--- src/hdl/cbpn_pkg.sv ---
// ----------------------------------------------------------------------------
// cbpn_pkg
// Shared types and constants for the cubic Bezier point and normal sampler:
// the command and status groups between the controller and the datapath.
// ----------------------------------------------------------------------------
package cbpn_pkg;

	localparam int CNT_W      = 6;
	// Eight point terms (four weights per coordinate), then six tangent terms.
	localparam int ACC_STEPS  = 14;
	localparam int ROOT_STEPS = 32;

	typedef struct packed {
		logic             load;
		logic             wgt1;
		logic             wgt2;
		logic             acc;
		logic             pinit;
		logic             pdiv;
		logic             norm;
		logic             sqa;
		logic             sqb;
		logic             root;
		logic             ninit;
		logic             ndiv;
		logic             emit;
		logic [CNT_W-1:0] step;
	} cmd_t;

	typedef struct packed {
		logic degen;
		logic norm_done;
		logic out_free;
		logic last_sample;
	} stat_t;

endpackage

--- src/hdl/cbpn_ctrl.sv ---
// ----------------------------------------------------------------------------
// cbpn_ctrl
// Sequencer for one segment: each sample gets weights, products, point division
// and, unless its tangent is zero, normalisation, square root and normal division.
// ----------------------------------------------------------------------------
module cbpn_ctrl #(
	parameter int COORD_WIDTH      = 24,
	parameter int NORMAL_FRAC_BITS = 14
) (
	input  logic            clk,
	input  logic            arst_n,
	input  logic            in_valid,
	output logic            in_ready,
	input  cbpn_pkg::stat_t stat,
	output cbpn_pkg::cmd_t  cmd
);
	import cbpn_pkg::*;

	localparam logic [CNT_W-1:0] ACC_LAST  = CNT_W'(ACC_STEPS - 1);
	localparam logic [CNT_W-1:0] PDIV_LAST = CNT_W'(COORD_WIDTH);
	localparam logic [CNT_W-1:0] ROOT_LAST = CNT_W'(ROOT_STEPS - 1);
	localparam logic [CNT_W-1:0] NDIV_LAST = CNT_W'(NORMAL_FRAC_BITS);

	typedef enum logic [12:0] {
		S_IDLE  = 13'b0000000000001,
		S_WGT1  = 13'b0000000000010,
		S_WGT2  = 13'b0000000000100,
		S_ACC   = 13'b0000000001000,
		S_PINIT = 13'b0000000010000,
		S_PDIV  = 13'b0000000100000,
		S_NORM  = 13'b0000001000000,
		S_SQA   = 13'b0000010000000,
		S_SQB   = 13'b0000100000000,
		S_ROOT  = 13'b0001000000000,
		S_NINIT = 13'b0010000000000,
		S_NDIV  = 13'b0100000000000,
		S_EMIT  = 13'b1000000000000
	} state_t;

	state_t           state_q, state_d;
	logic [CNT_W-1:0] cnt_q, cnt_d;

	assign in_ready = (state_q == S_IDLE);

	always_comb begin
		state_d  = state_q;
		cnt_d    = cnt_q;
		cmd      = '0;
		cmd.step = cnt_q;
		unique case (state_q)
			S_IDLE: begin
				if (in_valid) begin
					cmd.load = 1'b1;
					state_d  = S_WGT1;
				end
			end
			S_WGT1: begin
				cmd.wgt1 = 1'b1;
				state_d  = S_WGT2;
			end
			S_WGT2: begin
				cmd.wgt2 = 1'b1;
				cnt_d    = '0;
				state_d  = S_ACC;
			end
			S_ACC: begin
				cmd.acc = 1'b1;
				if (cnt_q == ACC_LAST) begin
					cnt_d   = '0;
					state_d = S_PINIT;
				end else begin
					cnt_d = cnt_q + 1'b1;
				end
			end
			S_PINIT: begin
				cmd.pinit = 1'b1;
				cnt_d     = '0;
				state_d   = S_PDIV;
			end
			S_PDIV: begin
				cmd.pdiv = 1'b1;
				if (cnt_q == PDIV_LAST) begin
					cnt_d   = '0;
					state_d = stat.degen ? S_EMIT : S_NORM;
				end else begin
					cnt_d = cnt_q + 1'b1;
				end
			end
			S_NORM: begin
				if (stat.norm_done) begin
					state_d = S_SQA;
				end else begin
					cmd.norm = 1'b1;
				end
			end
			S_SQA: begin
				cmd.sqa = 1'b1;
				state_d = S_SQB;
			end
			S_SQB: begin
				cmd.sqb = 1'b1;
				cnt_d   = '0;
				state_d = S_ROOT;
			end
			S_ROOT: begin
				cmd.root = 1'b1;
				if (cnt_q == ROOT_LAST) begin
					cnt_d   = '0;
					state_d = S_NINIT;
				end else begin
					cnt_d = cnt_q + 1'b1;
				end
			end
			S_NINIT: begin
				cmd.ninit = 1'b1;
				cnt_d     = '0;
				state_d   = S_NDIV;
			end
			S_NDIV: begin
				cmd.ndiv = 1'b1;
				if (cnt_q == NDIV_LAST) begin
					cnt_d   = '0;
					state_d = S_EMIT;
				end else begin
					cnt_d = cnt_q + 1'b1;
				end
			end
			S_EMIT: begin
				if (stat.out_free) begin
					cmd.emit = 1'b1;
					state_d  = stat.last_sample ? S_IDLE : S_WGT1;
				end
			end
			default: begin
				state_d = S_IDLE;
			end
		endcase
	end

	always_ff @(posedge clk or negedge arst_n) begin
		if (!arst_n) begin
			state_q <= S_IDLE;
			cnt_q   <= '0;
		end else begin
			state_q <= state_d;
			cnt_q   <= cnt_d;
		end
	end

endmodule

--- config.mk ---
export PLATFORM = sky130hd
export DESIGN_NAME = cbpn_ctrl
export DESIGN_NICKNAME = d
export VERILOG_FILES = /design/src/hdl/cbpn_pkg.sv /design/src/hdl/cbpn_ctrl.sv
export SDC_FILE = /design/constraint.sdc
export NUM_CORES = 1
export LEC_CHECK = 0
export BUFFER_PORTS_ARGS = -buffer_cell sky130_fd_sc_hd__buf_2
export CAP_MARGIN = 10
export CORE_MARGIN = 2
export CORE_UTILIZATION = 25
export DETAILED_ROUTE_END_ITERATION = 10
export PLACE_DENSITY_LB_ADDON = 0.12
export SLEW_MARGIN = 20
export SYNTH_ARGS = -nofsm -noshare
export SYNTH_HDL_FRONTEND = slang
export SYNTH_SLANG_ARGS = --single-unit
--- constraint.sdc ---
create_clock -name clk -period 2.7 [get_ports clk]
set_clock_uncertainty 0.1 [all_clocks]
set_input_delay 0.54 -clock clk [delete_from_list [all_inputs] [get_ports clk]]
set_output_delay 0.54 -clock clk [all_outputs]
set_load 0.01 [all_outputs]
==> impl_metrics.csv <==
group,metric,value,unit
run_status,outcome,"complete, no violations",
logic_synthesis,synth_area,1330,µm²
critical_path,crit_path_cell_trace,"or4_4 > nor3_4 > nand2_2 > nor3_4 > buf_2",
critical_path,r2r_end,"state_q[12]",
sta,fmax,0.379,GHz
power_and_ir_drop,pwr_density_cell,628,nW/µm²
logic_synthesis,synthArstFlopShare,100,%
critical_path,crit_slowest_cell,"or4_4",
critical_path,path_class,"flop to primary output",
critical_path,rrSetupSlack,0.14,ns
final_layout,fin_cells,263,
floorplan,initial_core_util,25.9,%
critical_path,worstPathRequired,2.06,ns
logic_synthesis,syn_nets,163,
critical_path,crit_path_end,"cmd[12]",
cts,clock_path_buffers,2,
grt,grt_pass1_wl,6530,µm
detailed_routing,num_vias,1310,
floorplan,ios,27,
grt,antenna_found_initial,0,
logic_synthesis,synth_cell_types,46,
cts,cts_tree,"built",
sta,drv_slew,0,
critical_path,cp_data_arrival_time,2.00,ns
sta,tightest_slew,0.704,ns
sta,finalHoldViolCount,0,
critical_path,reg2reg_depth,5,
logic_synthesis,ys_dominant_reg_cell,"dfrtp_1",
logic_synthesis,synth_seq_area_share,35.8,%
critical_path,path_common_cell,"nor3_4",
sta,setup_viol,0,
cts,ctsRootBufferMaster,"clkbuf_8",
final_layout,drive_above_1_share,36.3,%
detailed_routing,postRouteAntennaNets,0,
sta,tns,0,ns
critical_path,worstSetupStartpoint,"state_q[9]",
grt,grt_start_max_net_pins,20,
cts,clock-sinks,19,
floorplan,rows,26,
sta,min_period_over_period,97.8,%
sta,rsz0062_at_grt,"true",
detailed_routing,drtIter0Drc,48,
placed_design,portBuffers,26,
detailed_routing,wl,3840,µm
logic_synthesis,syn_inst,152,
placed_design,hpwlAfterDp,2910,µm
worst_hold_path,worstHoldPathType,"primary input to async pin",
final_layout,fin_nets,205,
logic_synthesis,synth-seq-cells,19,
placed_design,gp_congestion,0.826,
cts,htreeDepth,1,
placed_design,place_inst,256,
power_and_ir_drop,finalPower,1.09,mW
sta,min_period,2.64,ns
grt,first_global_vias,1333,
logic_synthesis,yosysTopAreaCell,"dfrtp_1",
detailed_routing,drc,0,
sta,slew-limit-headroom,52.8,%
power_and_ir_drop,p_leak,0.839,nW
cts,ctsHoldBuffers,0,
critical_path,end_kind,"primary output",
logic_synthesis,yosys_warnings,0,
logic_synthesis,synthTopCellsByArea,"dfrtp_1, nor3_1, nor2_1",
cts,cts_buffers,3,
cts,clock_latency,0.26,ns
final_layout,syn_to_final_growth,30.7,%
detailed_routing,wl_per_cell,14.6,µm
flow_run,max_cap_violations,0,
final_layout,fin_area,1740,µm²
floorplan,die_h,77.0,µm
floorplan,fp.coreArea,5140,µm²
detailed_routing,firstDrtPassIters,4,
critical_path,timing.rr.start,"state_q[5]",
logic_synthesis,synth_edf_count,0,
cts,clkSlewWorstSetupHoldPaths,0.08,ns
detailed_routing,vias_per_cell,4.98,
grt,grt_util_all_layers,13.6,%
critical_path,critPathLaunchType,"flop",
placed_design,placedInstanceArea,1630,µm²
critical_path,critPathMaxStageDelay,0.59,ns
final_layout,antennaDiodeCount,0,
logic_synthesis,synth.avg_cell_area,8.77,µm²
grt,grt-ovfl-total,0,
floorplan,die_w,77.0,µm
critical_path,crit_path_max_fanout,6,
floorplan,dieArea,5930,µm²
power_and_ir_drop,ir_drop,363,µV
logic_synthesis,synth.top_cell.area_share,33.8,%
## Yosys cell counts, types with 3 or more instances
master,count
dfrtp_1,18
nor2_1,14
nor3_1,12
nand2_1,11
nand2b_1,6
nor4_1,6
o21ai_0,6
and2_1,4
ha_1,4
inv_1,4
nand3_1,4
or4_1,4
xor2_1,4
buf_2,3
clkbuf_1,3
nand4_1,3
nor4_2,3
o21bai_1,3
or4b_2,3
## worst max-delay path: cells and delay by family (launching register included)
kind,cells,cell delay [ns]
simple gates,4,1.14
buf+inv,1,0.16
flops,1,0.44
## sequential cells by signal, indices dropped and copies added, names as in the netlist
signal,cells
state_q,13
cnt_q,6
## timing repair
action	in CTS	in global routing
cloned	0	0
pin swaps	0	2
resized for setup	4	7
endpoints found under the setup margin	6	8
buffers inserted	0	3
## through the flow
step                setup WS, ns  hold WS, ns  util, %
floorplan                  0.290        0.144        -
global placement          0.0676        0.414     31.7
detailed placement        0.0550        0.423     31.7
CTS                     -0.00835        0.139     32.9
global route             -0.0436        0.171     33.9
finish                    0.0589        0.126     33.9
## cell usage in the layout, fill, tap and decap left out, types with 3 or more instances in the layout
cell type,instances
nand4_1,3
nand3_1,4
nor4_1,6
o21bai_1,3
nor4_2,3
inv_1,4
ha_1,4
clkbuf_8,3
dfrtp_1,16
buf_2,26
or4b_2,3
xor2_1,4
nor3_1,9
nand2_1,10
nand2b_1,6
nor2_1,14
o21ai_0,6
and2_1,4
buf_4,18
## how the worst min path moves through the flow
stage	to	slack [ns]	cells past startpoint
floorplan	cnt_q[0]	0.14	0
global placement	state_q[2]	0.41	1
detailed placement	state_q[2]	0.42	1
CTS	state_q[2]	0.14	1
global route	state_q[2]	0.17	1
finish	state_q[2]	0.13	1
## per-layer routing
layer,up-vias,share of wire (%),global-route usage [%]
li1,647,-,-
met1,626,49,19.1
met2,31,46,21.1
met3,6,3.7,2.12
met4,0,1.5,4.46
met5,-,0,0
## kinds of logic after synthesis
group	Yosys count	share of synthesized area (%)
AO/OA/AOI/OAI	25	13.0
XOR/XNOR	4	2.63
adder cells (fa/ha/maj)	4	3.76
buffers and inverters	12	4.04
flip-flops	19	35.8
multiplexers	2	1.60
AND/OR/NAND/NOR	86	39.3
## final cells by class
cell class	instances	area, µm²
flip-flops and latches	19	479
well taps	70	87.6
fillers	584	3400
repair buffers	44	265
multi-input cells	121	845
clock buffers	4	45.0
inverters	5	20.0
## power breakdown
group	switching [mW]	internal, mW
registers	0.0604	0.328
logic	0.291	0.208
clock network	0.102	0.105
total	0.454	0.641
(Power assumes the default switching activity.)
